[src/scsr_pkg.sv]
// ----------------------------------------------------------------------------
// scsr_pkg
// Shared types and constants of the stepped current source regulator:
// payload structs, register indexes, sense range limits and reset values.
// ----------------------------------------------------------------------------
package scsr_pkg;

   localparam int unsigned SET_POINT_W = 15;
   localparam int unsigned MARGIN_W    = 10;
   localparam int unsigned STEP_W      = 10;
   localparam int unsigned SAMPLE_W    = 12;
   localparam int unsigned CURRENT_W   = 15;
   localparam int unsigned VOUT_W      = 16;
   localparam int unsigned CSR_IDX_W   = 2;
   localparam int unsigned CSR_DATA_W  = 15;

   // register indexes
   localparam logic [CSR_IDX_W-1:0] CSR_SET_POINT = 2'd0;
   localparam logic [CSR_IDX_W-1:0] CSR_MARGIN    = 2'd1;
   localparam logic [CSR_IDX_W-1:0] CSR_STEP      = 2'd2;

   // set point thresholds that pick the sense range
   localparam logic [SET_POINT_W-1:0] RANGE_1A_LIMIT  = 15'd800;
   localparam logic [SET_POINT_W-1:0] RANGE_5A_LIMIT  = 15'd4200;
   localparam logic [SET_POINT_W-1:0] RANGE_10A_LIMIT = 15'd8500;

   // regulator state codes as seen on the result channel
   localparam logic [1:0] STATE_OFF     = 2'd0;
   localparam logic [1:0] STATE_LOW     = 2'd1;
   localparam logic [1:0] STATE_HIGH    = 2'd2;
   localparam logic [1:0] STATE_REACHED = 2'd3;

   // ceil(2^18/3): exact floor(x/3) for x below 2^17
   localparam int unsigned    SCALED_W  = 17;
   localparam int unsigned    RECIP_W   = 18;
   localparam int unsigned    RECIP_SH  = 18;
   localparam logic [RECIP_W-1:0] RECIP_THIRD = 18'd87382;

   localparam logic [SET_POINT_W-1:0] SET_POINT_RESET = 15'd0;
   localparam logic [MARGIN_W-1:0]    MARGIN_RESET    = 10'd50;
   localparam logic [STEP_W-1:0]      STEP_RESET      = 10'd20;
   localparam logic [VOUT_W-1:0]      VOUT_CMD_RESET  = 16'd800;

   typedef struct packed {
      logic                new_sample;
      logic [SAMPLE_W-1:0] sample_mv;
   } req_type;

   typedef struct packed {
      logic [1:0]           regulator_state;
      logic                 output_enabled;
      logic                 vout_write;
      logic [VOUT_W-1:0]    vout_mv;
      logic [CURRENT_W-1:0] measured_ma;
   } rsp_type;

endpackage

[src/stepped_current_source_regulator.sv]
// ----------------------------------------------------------------------------
// stepped_current_source_regulator
// Converts sense readings to mA and hunts the supply command toward the set
// point through four states: off, too low, too high and reached.
// ----------------------------------------------------------------------------
//  channel  | direction | handshake            | payload
//  req_     | in        | req_valid/req_stall  | new_sample, sample_mv
//  rsp_     | out       | rsp_valid/rsp_stall  | state, enable, vout write/mV, mA
//  csr_     | in        | csr_valid/csr_ready  | csr_index, csr_wdata
//
// One transaction per cycle sustained while rsp_stall is low; each passes the
// input register holding the converted current, then the result register.
// The reading-to-mA multiply sits before the input register; the state
// update and compares sit before the result register.
// Synchronous reset; the block is ready to accept after reset.
// rsp_stall holds the result register and backs up into req_stall only when
// the input register is also full. csr_ready drops while the input register holds a transaction.
module stepped_current_source_regulator (
   input  logic                                clock,
   input  logic                                reset,
   input  logic                                req_valid,
   output logic                                req_stall,
   input  scsr_pkg::req_type                   req_payload,
   output logic                                rsp_valid,
   input  logic                                rsp_stall,
   output scsr_pkg::rsp_type                   rsp_payload,
   input  logic                                csr_valid,
   output logic                                csr_ready,
   input  logic [scsr_pkg::CSR_IDX_W-1:0]      csr_index,
   input  logic [scsr_pkg::CSR_DATA_W-1:0]     csr_wdata
);

   typedef enum logic [1:0] {
      MODE_OFF     = scsr_pkg::STATE_OFF,
      MODE_LOW     = scsr_pkg::STATE_LOW,
      MODE_HIGH    = scsr_pkg::STATE_HIGH,
      MODE_REACHED = scsr_pkg::STATE_REACHED
   } mode_type;

   localparam int unsigned PROD_W = scsr_pkg::SCALED_W + scsr_pkg::RECIP_W;

   // configuration
   logic [scsr_pkg::SET_POINT_W-1:0] set_point_ff;
   logic [scsr_pkg::MARGIN_W-1:0]    margin_ff;
   logic [scsr_pkg::STEP_W-1:0]      step_ff;

   // input register
   logic                             in_valid_ff, in_valid_in;
   logic                             in_fresh_ff;
   logic [scsr_pkg::CURRENT_W-1:0]   in_current_ff;

   // regulator state and result register
   mode_type                         mode_ff, mode_in;
   logic [scsr_pkg::VOUT_W-1:0]      cmd_ff, cmd_in;
   logic [scsr_pkg::CURRENT_W-1:0]   latest_ff, latest_in;
   logic                             enable_ff, enable_in;
   logic                             rsp_valid_ff, rsp_valid_in;
   scsr_pkg::rsp_type                rsp_ff, rsp_in;

   logic                             advance;
   logic                             req_accept;
   logic [scsr_pkg::SCALED_W-1:0]    mv_x5;
   logic [scsr_pkg::SCALED_W-1:0]    scaled;
   logic [PROD_W-1:0]                product;
   logic [scsr_pkg::CURRENT_W-1:0]   sample_ma;

   logic [scsr_pkg::CURRENT_W-1:0]   cur;
   logic [scsr_pkg::CURRENT_W:0]     sp_plus_m;
   logic [scsr_pkg::CURRENT_W:0]     cur_plus_m;
   logic [scsr_pkg::CURRENT_W-1:0]   diff;
   logic                             above, below, in_band;
   logic [scsr_pkg::VOUT_W:0]        cmd_up;
   logic                             sp_zero;
   logic                             wr;
   logic [scsr_pkg::VOUT_W-1:0]      vout;

   // ---------------------------------------------------------------- handshake
   assign advance    = in_valid_ff && (!rsp_valid_ff || !rsp_stall);
   assign req_stall  = in_valid_ff && !advance;
   assign req_accept = req_valid && !req_stall;
   assign in_valid_in = req_accept || (in_valid_ff && !advance);
   assign rsp_valid_in = advance || (rsp_valid_ff && rsp_stall);
   assign rsp_valid  = rsp_valid_ff;
   assign rsp_payload = rsp_ff;
   assign csr_ready  = !in_valid_ff;

   // ------------------------------------------------------- reading to mA
   assign mv_x5 = {5'd0, req_payload.sample_mv} + {3'd0, req_payload.sample_mv, 2'd0};

   always_comb begin
      if (set_point_ff < scsr_pkg::RANGE_1A_LIMIT) begin
         scaled = {5'd0, req_payload.sample_mv};
      end else if (set_point_ff < scsr_pkg::RANGE_5A_LIMIT) begin
         scaled = mv_x5;
      end else if (set_point_ff < scsr_pkg::RANGE_10A_LIMIT) begin
         scaled = {mv_x5[scsr_pkg::SCALED_W-2:0], 1'b0};
      end else begin
         scaled = {mv_x5[scsr_pkg::SCALED_W-3:0], 2'b00};
      end
   end

   // divide by three through the reciprocal
   assign product   = {{scsr_pkg::RECIP_W{1'b0}}, scaled} *
                      {{scsr_pkg::SCALED_W{1'b0}}, scsr_pkg::RECIP_THIRD};
   assign sample_ma = product[scsr_pkg::RECIP_SH +: scsr_pkg::CURRENT_W];

   always_ff @(posedge clock) begin
      if (reset) begin
         in_valid_ff <= 1'b0;
      end else begin
         in_valid_ff <= in_valid_in;
      end
      if (req_accept) begin
         in_fresh_ff   <= req_payload.new_sample;
         in_current_ff <= sample_ma;
      end
   end

   // ---------------------------------------------------------- config writes
   always_ff @(posedge clock) begin
      if (reset) begin
         set_point_ff <= scsr_pkg::SET_POINT_RESET;
         margin_ff    <= scsr_pkg::MARGIN_RESET;
         step_ff      <= scsr_pkg::STEP_RESET;
      end else if (csr_valid && csr_ready) begin
         unique case (csr_index)
            scsr_pkg::CSR_SET_POINT: set_point_ff <= csr_wdata;
            scsr_pkg::CSR_MARGIN:    margin_ff    <= csr_wdata[scsr_pkg::MARGIN_W-1:0];
            scsr_pkg::CSR_STEP:      step_ff      <= csr_wdata[scsr_pkg::STEP_W-1:0];
            default: ;
         endcase
      end
   end

   // --------------------------------------------------------- regulator step
   assign cur        = in_fresh_ff ? in_current_ff : latest_ff;
   assign sp_plus_m  = {1'b0, set_point_ff} + {6'd0, margin_ff};
   assign cur_plus_m = {1'b0, cur} + {6'd0, margin_ff};
   assign diff       = (cur >= set_point_ff) ? (cur - set_point_ff) : (set_point_ff - cur);
   assign above      = {1'b0, cur} > sp_plus_m;
   assign below      = cur_plus_m < {1'b0, set_point_ff};
   assign in_band    = diff < {5'd0, margin_ff};
   assign cmd_up     = {1'b0, cmd_ff} + {7'd0, step_ff};
   assign sp_zero    = (set_point_ff == '0);

   always_comb begin
      mode_in   = mode_ff;
      cmd_in    = cmd_ff;
      enable_in = enable_ff;
      latest_in = cur;
      wr        = 1'b0;
      vout      = '0;
      unique case (mode_ff)
         MODE_OFF: begin
            if (!sp_zero) begin
               mode_in   = MODE_LOW;
               enable_in = 1'b1;
            end
         end
         MODE_LOW: begin
            if (sp_zero) begin
               mode_in   = MODE_OFF;
               enable_in = 1'b0;
               wr        = 1'b1;
            end else if (above) begin
               mode_in = MODE_HIGH;
            end else if (in_band) begin
               mode_in = MODE_REACHED;
            end else begin
               // raise, saturating at full scale
               cmd_in = cmd_up[scsr_pkg::VOUT_W] ? '1 : cmd_up[scsr_pkg::VOUT_W-1:0];
               wr     = 1'b1;
               vout   = cmd_in;
            end
         end
         MODE_HIGH: begin
            if (sp_zero) begin
               mode_in   = MODE_OFF;
               enable_in = 1'b0;
               wr        = 1'b1;
            end else if (below) begin
               mode_in = MODE_LOW;
            end else if (in_band) begin
               mode_in = MODE_REACHED;
            end else begin
               // lower, saturating at zero
               cmd_in = (cmd_ff > {6'd0, step_ff}) ? (cmd_ff - {6'd0, step_ff}) : '0;
               wr     = 1'b1;
               vout   = cmd_in;
            end
         end
         MODE_REACHED: begin
            if (sp_zero) begin
               mode_in   = MODE_OFF;
               enable_in = 1'b0;
            end else if (above) begin
               mode_in = MODE_HIGH;
            end else if (below) begin
               mode_in = MODE_LOW;
            end
         end
         default: ;
      endcase
      rsp_in.regulator_state = mode_in;
      rsp_in.output_enabled  = enable_in;
      rsp_in.vout_write      = wr;
      rsp_in.vout_mv         = vout;
      rsp_in.measured_ma     = latest_in;
   end

   always_ff @(posedge clock) begin
      if (reset) begin
         mode_ff      <= MODE_OFF;
         cmd_ff       <= scsr_pkg::VOUT_CMD_RESET;
         latest_ff    <= '0;
         enable_ff    <= 1'b0;
         rsp_valid_ff <= 1'b0;
      end else begin
         rsp_valid_ff <= rsp_valid_in;
         if (advance) begin
            mode_ff   <= mode_in;
            cmd_ff    <= cmd_in;
            latest_ff <= latest_in;
            enable_ff <= enable_in;
            rsp_ff    <= rsp_in;
         end
      end
   end

`ifndef SYNTH
   a_off_write_zero: assert property (@(posedge clock) disable iff (reset)
      rsp_valid && rsp_payload.vout_write &&
      rsp_payload.regulator_state == scsr_pkg::STATE_OFF |-> rsp_payload.vout_mv == '0)
      else $error("voltage write on entering off is not zero");

   a_enable_matches_state: assert property (@(posedge clock) disable iff (reset)
      rsp_valid |-> rsp_payload.output_enabled ==
                    (rsp_payload.regulator_state != scsr_pkg::STATE_OFF))
      else $error("output enable disagrees with regulator state");

   a_no_write_when_reached: assert property (@(posedge clock) disable iff (reset)
      rsp_valid && rsp_payload.regulator_state == scsr_pkg::STATE_REACHED
      |-> !rsp_payload.vout_write)
      else $error("voltage write while reached");

   a_result_held: assert property (@(posedge clock) disable iff (reset)
      rsp_valid_ff && rsp_stall |=> rsp_valid_ff && $stable(rsp_ff) && $stable(mode_ff))
      else $error("stalled result or state changed");
`endif

endmodule
[config.mk]
export PLATFORM = sky130hd
export DESIGN_NAME = stepped_current_source_regulator
export DESIGN_NICKNAME = d
export VERILOG_FILES = /design/src/scsr_pkg.sv /design/src/stepped_current_source_regulator.sv
export SDC_FILE = /design/constraint.sdc
export NUM_CORES = 1
export LEC_CHECK = 0
export CORE_UTILIZATION = 54
export DETAILED_ROUTE_END_ITERATION = 8
export DONT_BUFFER_PORTS = 1
export PLACE_DENSITY = 0.75
export SLEW_MARGIN = 20
export SYNTH_ARGS = -nofsm -noshare
export SYNTH_HDL_FRONTEND = slang
export SYNTH_SLANG_ARGS = --single-unit
[constraint.sdc]
create_clock -name clock -period 18.55 [get_ports clock]
set_input_delay 3.71 -clock clock [delete_from_list [all_inputs] [get_ports clock]]
set_output_delay 3.71 -clock clock [all_outputs]
set_load 0.01 [all_outputs]
**Yosys cells after proc, flatten, opt, wreduce, memory -nomap -nowiden**

Index checks and enable logic that the tools add are counted.

- Flip-flop bits (word level): 122
- Input port bits: 35
- Output and inout port bits: 38
- Word-level logic and storage cells: 107

- Add/sub/neg operators: 7
- Multipliers: 1
- Order comparisons: 8
- Equal/unequal tests: 11
- Muxes and demuxes: 40
- Bitwise operators: 1
- Reductions and logical operators: 23

Operators by type and width:

| kind | count |
|---|---|
| $mux 16 | 14 |
| $pmux 16 s2 | 2 |
| $mux 17 | 3 |
| $add 15x10->16 | 2 |
| $mul 17x16->32 const B | 1 |
| $mux 15 | 2 |
| $sub 15x15->15 | 2 |
| $mux 2 | 9 |
| $add 16x10->17 | 1 |
| $gt 15x16->1 | 1 |
| $gt 16x10->1 | 1 |
| $lt 16x15->1 | 1 |
| $sub 16x10->16 | 1 |
| $add 12x14->15 | 1 |
| $ge 15x15->1 | 1 |
| $logic_not 15->1 | 1 |
| $lt 15x10->1 | 1 |
| $lt 15x10->1 const B | 1 |
| $lt 15x13->1 const B | 1 |
| $lt 15x14->1 const B | 1 |
| $ne 2x2->1 const B | 6 |
| $pmux 2 s4 | 1 |
| $reduce_and 2->1 | 4 |
| $reduce_and 8->1 | 1 |
| other kinds (11) | 32 |

**Depth between registers and ports, before layout**

Gate-level depths: netlist (run 1).

- Depth after elaboration: 8
- Gate-level depth with buffers: 34

**Least setup slack after synthesis (run 1)**

No wires, ideal clock.

- Kind: input to register
- Start point: input req_payload[0] (netlist bit)
- End point: register in_current_ff[14] (netlist bit) (data pin)
- Arrival: 10.450 ns
- Required time: 18.290 ns
- Path slack: 7.840 ns
- Stages on the path: 34
- Buffers on the path: 0
- Cells stage by stage: ha_1 > inv_1 > fa_1 > nor2b_1 > o21ai_0 > a21boi_0 > o21ai_0 > a21oi_1 > a31oi_1 > xor2_1 > nor2_1 > o21ai_0 > inv_1 > ha_1 > ha_1 > inv_1 > fa_1 > inv_1 > fa_1 > fa_1 > inv_1 > fa_1 > inv_1 > ha_1 > nand3_1 > nor4_1 > nand3_1 > nand2_1 > o21ai_0 > a21oi_1 > o2111ai_1 > a31oi_1 > a21oi_1 > xnor2_1

- Word-level cells in the longest chain between the ends: 5

Ends and longest elaborated chain:

| item | line | RTL |
|---|---|---|
| start, declared | stepped_current_source_regulator.sv:23 | `input scsr_pkg::req_type req_payload,` |
| $add 12x14->15 | stepped_current_source_regulator.sv:88 | `assign mv_x5 = {5'd0, req_payload.sample_mv} + {3'd0, req_payload.sample_mv, 2'd0};` |
| $mux 17 | stepped_current_source_regulator.sv:95 | `end else if (set_point_ff < scsr_pkg::RANGE_10A_LIMIT) begin` |
| $mux 17 | stepped_current_source_regulator.sv:93 | `end else if (set_point_ff < scsr_pkg::RANGE_5A_LIMIT) begin` |
| $mux 17 (*) | stepped_current_source_regulator.sv:91 | `if (set_point_ff < scsr_pkg::RANGE_1A_LIMIT) begin` |
| $mul 17x16->32 (*) | stepped_current_source_regulator.sv:103 | `assign product = {{scsr_pkg::RECIP_W{1'b0}}, scaled} *` |
| via product[32] | stepped_current_source_regulator.sv:64 | `logic [PROD_W-1:0] product;` |
| end signal, assigned | stepped_current_source_regulator.sv:115 | `in_current_ff <= sample_ma;` |
| end, declared | stepped_current_source_regulator.sv:50 | `logic [scsr_pkg::CURRENT_W-1:0] in_current_ff;` |

The timed path passes the listed nets; every way through them passes the cells marked *.
A chain may end at the register's enable or synchronous reset.

**Worst setup path after layout (run 1)**

Ends and elaborated chain as after synthesis.

==> flow_summary_export.csv, run 1 <==
group,metric,value,unit
drt,ant_nets,0,
sta,fmax,0.0892,GHz
global_routing,track_usage,29.0,%
power_and_ir_drop,p_clk_share,13.7,%
floorplanning,die_x,169,um
drt,vias,12500,
floorplanning,core_area,27200,um^2
worst_setup_path,slowest_stage,"fa_1",
worst_setup_path,cp_top_family,"adder cells",
sta,tns,0,ns
clocking,cts_buffers,17,
worst_setup_path,worst-path-buf-inv,6,
worst_setup_path,path_class,"primary input to flop",
global_routing,grt_pass1_vias,12300,
synth,ys_ff_latch,122,
synth,synth-async-reset-ratio,0,%
synth,synth-edff-count,51,
global_routing,grt_overflow,0,
worst_setup_path,critPathMaxStageDelay,0.55,ns
clocking,path_clk_slew,0.06,ns
power_and_ir_drop,cell_internal_pwr,1450,uW
worst_setup_path,start_kind,"primary input",
power_and_ir_drop,pwr-share-comb,72.7,%
global_routing,grt_pass1_wl,64.7,mm
synth,ys_seq_area_share,19.6,%
floorplanning,fp-row-count,60,
cells_and_area,num_antenna_cells,0,
worst_setup_path,cp_data_required_time,18.72,ns
cells_and_area,utilization,59.2,%
clocking,ctsResizeCount,0,
status,status,"finished, final reports clean",
placed_design,pre_cts_ws,6.96,ns
worst_setup_path,cp-end-kind,"flop",
worst_setup_path,cp_max_fo,5,
synth,yosys_warnings,0,
synth,avgSynthCellArea,8.57,um^2
drt,wirelength,40.3,mm
clocking,clock_path_buffers,2,
sta,min_period_over_period,60.4,%
floorplanning,die_h,169,um
worst_setup_path,arrival,11.37,ns
power_and_ir_drop,switching_power,1320,uW
sta,finalMaxSlewViolations,0,
synth,synth_nets,2134,
clocking,clk_latency,0.43,ns
placed_design,io_buffers,0,
drt,drtPass1Iterations,5,
clocking,root_buffer,"clkbuf_16",
sta,tightest_slew,1.13,ns
sta,period_needed,11.21,ns
floorplanning,ios,73,
worst_setup_path,cpMostUsedCell,"inv_1",
power_and_ir_drop,vdd_drop_max,0.000171,V
drt,vias_per_cell,5.93,
sta,maxSlewHeadroom,23.9,%
synth,syn_inst,1756,
synth,yosysUniqueCellTypes,75,
drt,wl_per_cell,19.1,um
power_and_ir_drop,seq_power_share,13.5,%
sta,rsz0062_at_grt,"no",
power_and_ir_drop,p_per_area,173,nW/um^2
sta,fin_skew,0.0112,ns
synth,syn_area,15100,um^2
synth,synth_flop_cell,"dfxtp_1",
worst_hold_path,worstHoldPathType,"flop to flop",
floorplanning,start_util,55.4,%
floorplanning,die-area,28500,um^2
clocking,cts_tree,"built",
clocking,post_cts_buffers,0,
power_and_ir_drop,swShare,47.7,%
cells_and_area,area_growth,6.84,%
sta,setup_viol,0,
clocking,clkSinkCount,122,
sta,final_hold_viol_count,0,
cells_and_area,drive_gt1_share,4.08,%
clocking,cts.htree.levels,4,
global_routing,grt_start_max_net_pins,62,
placed_design,place_hpwl,32.5,mm
clocking,cts-hold-fix-buffers,0,
global_routing,antenna_found_initial,0,
cells_and_area,final_nets,2107,
sta,setup_slack,7.34,ns
power_and_ir_drop,p_leak,0.00744,uW
flow_run,cap_viol_max_count,0,
placed_design,gp_congestion,1.02,
drt,remaining_drc_errors,0,
drt,drtIter0Drc,964,
==> path summary, 6_finish.rpt <==
kind	from	cells past startpoint	slack, ns	endpoint
hold / removal	enable_ff	2	0.46	enable_ff
setup / recovery	req_payload[0]	34	7.34	in_current_ff[14]
hold reg to reg	enable_ff	2	0.46	enable_ff
setup reg to reg	set_point_ff[3]	31	10.39	in_current_ff[14]
==> registers in the layout (all words and copies together) (netlist names) <==
name	count
latest_ff	15
in_valid_ff	1
rsp_payload	35
cmd_ff	16
mode_ff	2
rsp_valid	1
step_ff	10
in_current_ff	15
margin_ff	10
set_point_ff	15
in_fresh_ff	1
enable_ff	1
==> per-layer routing <==
layer / track usage [%] / wire length [um] / vias up
li1: - / - / 6009
met3: 4.02 / 2360 / 79
met1: 37.8 / 17500 / 6026
met5: 0 / 0 / -
met2: 48.4 / 19000 / 423
met4: 11.9 / 1380 / 0
==> final cells by class <==
type,instances,area (um^2)
Clock inverter,12,210
Clock buffer,20,458
Multi-Input combinational cell,1306,10900
Tap cell,372,465
Sequential cell,122,2950
Timing Repair Buffer,9,80.1
Inverter,273,1020
Fill cell,2395,11100
==> cell usage in the layout, fill, tap and decap left out, drive strengths merged, types with 21 or more instances in the layout <==
master and n:
nand3 25, ha 248, edfxtp 51, xnor2 61, inv 273, a21oi 140
a211oi 39, nor2 118, a21o 39, o21ai 73, nand2 150, xor2 21
fa 95, dfxtp 71, nor3 34, mux2i 47
==> stage by stage <==
step	hold slack [ns]	cell area, um^2	total power (uW)	instances
floorplan	0.434	15100	1920	1756
global placement	0.439	15400	2330	2081
detailed placement	0.453	15400	2370	2081
CTS	0.461	16100	2770	2113
global route	0.491	16100	3070	2114
finish	0.462	16100	2780	2114
==> synthesized netlist by cell type, types with 8 or more instances <==
cell type,count,share of area [%]
a211oi_1,33,1.6
a21o_1,39,1.9
a21oi_1,136,4.5
a31oi_1,14,0.58
buf_2,8,0.27
clkbuf_1,42,1.0
dfxtp_1,71,9.4
edfxtp_1,51,10
fa_1,95,13
ha_1,248,21
inv_1,271,6.8
mux2i_1,47,3.1
nand2_1,150,3.7
nand2b_1,11,0.46
nand3_1,25,0.83
nand4_1,17,0.71
nor2_1,117,2.9
nor2b_1,14,0.58
nor3_1,34,1.1
nor4_1,10,0.42
o211ai_1,18,0.90
o21a_1,11,0.55
o21ai_0,71,2.4
o21bai_1,14,0.70
or3_1,8,0.33
xnor2_1,61,3.5
xor2_1,21,1.2
==> tightest hold or removal path: stages, from the launching register on <==
cell	delay (ns)
dfxtp_1	0.31
nand2_1	0.05
a21oi_1	0.06
==> power groups by stage <==
stage | Clock (uW) | Combinational (uW) | Sequential (uW)
after detailed placement | 0 | 1990 | 382
after global routing | 395 | 2300 | 378
final | 382 | 2020 | 376
after global placement | 0 | 1950 | 381
after floorplan | 0 | 1550 | 375
after CTS | 385 | 2010 | 376
==> logic make-up (layout without fill, tap and decap cells) <==
| family | after synthesis | count (layout) | synth area share (%) |
|---|---|---|---|
| XOR/XNOR | 82 | 82 | 4.77 |
| adder cells (fa/ha/maj) | 344 | 344 | 33.3 |
| flip-flops | 122 | 122 | 19.6 |
| multiplexers | 50 | 50 | 3.35 |
| buffers and inverters | 328 | 314 | 8.27 |
| AND/OR/NAND/NOR | 412 | 412 | 12.4 |
| AO/OA/AOI/OAI | 418 | 418 | 18.3 |
Note: power is estimated with default switching activity, not from simulation.
==> inputs of run 2 (changes only) <==
==> constraint.sdc (replaced) <==
create_clock -name clock -period 10.4 [get_ports clock]
set_input_delay 2.08 -clock clock [delete_from_list [all_inputs] [get_ports clock]]
set_output_delay 2.08 -clock clock [all_outputs]
set_load 0.01 [all_outputs]
==> flow_summary_export.csv, run 2 (same netlist as run 1, synthesis figures left out) <==
group,metric,value,unit
cells_and_area,final_nets,2109,
cells_and_area,layout_common_cells,"271 x inv_1, 248 x ha_1, 150 x nand2_1",
sta,fmax,0.104,GHz
global_routing,track_usage,29.9,%
power_and_ir_drop,p_clk_share,13.0,%
placed_design,postPlaceCellArea,15400,um^2
cells_and_area,utilization,59.1,%
floorplanning,die_h,169,um
sta,setup_viol,0,
power_and_ir_drop,cell_internal_pwr,2520,uW
global_routing,grt_pass1_vias,12500,
clocking,clock_path_buffers,2,
floorplanning,fp-row-count,60,
floorplanning,core_area,27200,um^2
drt,drtPass1Iterations,5,
placed_design,place_hpwl,33.4,mm
worst_setup_path,slowest_stage,"fa_1",
drt,wl_per_cell,19.5,um
power_and_ir_drop,switching_power,2350,uW
floorplanning,ios,73,
sta,rsz0062_at_grt,"no",
placed_design,place_inst,2083,
sta,period_needed,9.58,ns
worst_hold_path,worstHoldPathType,"flop to flop",
clocking,clkSinkCount,122,
sta,tightest_slew,0.986,ns
sta,final_hold_viol_count,0,
cells_and_area,drive_gt1_share,4.24,%
drt,drtIter0Drc,1064,
cells_and_area,final_common_cell,"inv_1",
placed_design,gp_congestion,0.962,
power_and_ir_drop,seq_power_share,13.7,%
cells_and_area,num_antenna_cells,0,
drt,wirelength,41.2,mm
worst_setup_path,arrival,9.75,ns
clocking,cts-hold-fix-buffers,0,
worst_setup_path,critPathMaxStageDelay,0.53,ns
flow_run,cap_viol_max_count,0,
global_routing,grt_overflow,0,
sta,maxSlewHeadroom,34.2,%
cells_and_area,stdcell_count,2116,
sta,tns,0,ns
cells_and_area,area_growth,6.63,%
floorplanning,die_x,169,um
sta,fin_skew,0.0118,ns
clocking,root_buffer,"clkbuf_16",
global_routing,antenna_found_initial,0,
sta,min_period_over_period,92.1,%
clocking,cts_buffers,17,
power_and_ir_drop,p_per_area,304,nW/um^2
drt,vias,12600,
cells_and_area,final_area,16100,um^2
sta,setup_slack,0.820,ns
worst_setup_path,cp_max_fo,5,
floorplanning,start_util,55.4,%
floorplanning,die-area,28500,um^2
worst_setup_path,path_class,"primary input to flop",
power_and_ir_drop,p_leak,0.00743,uW
global_routing,grt_start_max_net_pins,62,
global_routing,grt_pass1_wl,66.3,mm
worst_setup_path,cp_data_required_time,10.57,ns
clocking,clk_latency,0.42,ns
placed_design,io_buffers,0,
clocking,path_clk_slew,0.06,ns
clocking,ctsResizeCount,0,
clocking,cts.htree.levels,4,
power_and_ir_drop,pwr-share-comb,73.3,%
drt,ant_nets,0,
placed_design,pre_cts_ws,0.433,ns
worst_setup_path,cpMostUsedCell,"inv_1",
clocking,cts_tree,"built",
power_and_ir_drop,vdd_drop_max,0.000292,V
clocking,post_cts_buffers,0,
sta,finalMaxSlewViolations,0,
worst_setup_path,cp-end-kind,"flop",
status,status,"finished, final reports clean",
power_and_ir_drop,swShare,48.3,%
cells_and_area,largest_reg_flops,35,
drt,vias_per_cell,5.95,
worst_setup_path,start_kind,"primary input",
drt,remaining_drc_errors,0,
## run 2: power groups by stage
stage	registers, uW	logic (uW)	clock network, uW
final	669	3570	631
after global routing	673	4090	657
after CTS	669	3580	638
after detailed placement	680	3540	0
after global placement	679	3450	0
after floorplan	668	2760	0
## run 2: area by class of cell
class	count	area, um^2
Tap cell	372	465
Multi-Input combinational cell	1306	10900
Sequential cell	122	2950
Inverter	273	1020
Clock buffer	18	429
Fill cell	2447	11100
Timing Repair Buffer	11	95.1
Clock inverter	14	186
## run 2: path summary, 6_finish.rpt
kind / startpoint / endpoint / slack, ns / cells after the start
setup reg to reg: set_point_ff[3] / in_current_ff[8] / 1.87 / 28
hold reg to reg: latest_ff[14] / latest_ff[14] / 0.46 / 2
setup / recovery: req_payload[0] / in_current_ff[8] / 0.82 / 34
hold / removal: latest_ff[14] / latest_ff[14] / 0.46 / 2
## run 2: critical path, delay by kind of cell
kind | cells | cell delay, ns
AND/OR/NAND/NOR | 4 | 0.44
buffers and inverters | 6 | 0.44
XOR/XNOR | 2 | 0.31
AO/OA/AOI/OAI | 13 | 2.97
adder cells (fa/ha/maj) | 9 | 3.48
## run 2: per-layer routing
layer	global-route usage [%]	vias to the layer above	share of wire, %
met3	4.33	81	5.7
met4	11.4	0	3.2
met2	50.4	436	47
met5	0	-	0
li1	-	6011	-
met1	38.7	6052	44
## run 2: per-stage QoR
step,total power (uW),hold slack (ns)
2_1_floorplan,3430,0.434
3_3_place_gp,4130,0.439
3_5_place_dp,4220,0.442
4_1_cts,4880,0.450
5_1_grt,5420,0.477
6_report,4870,0.456
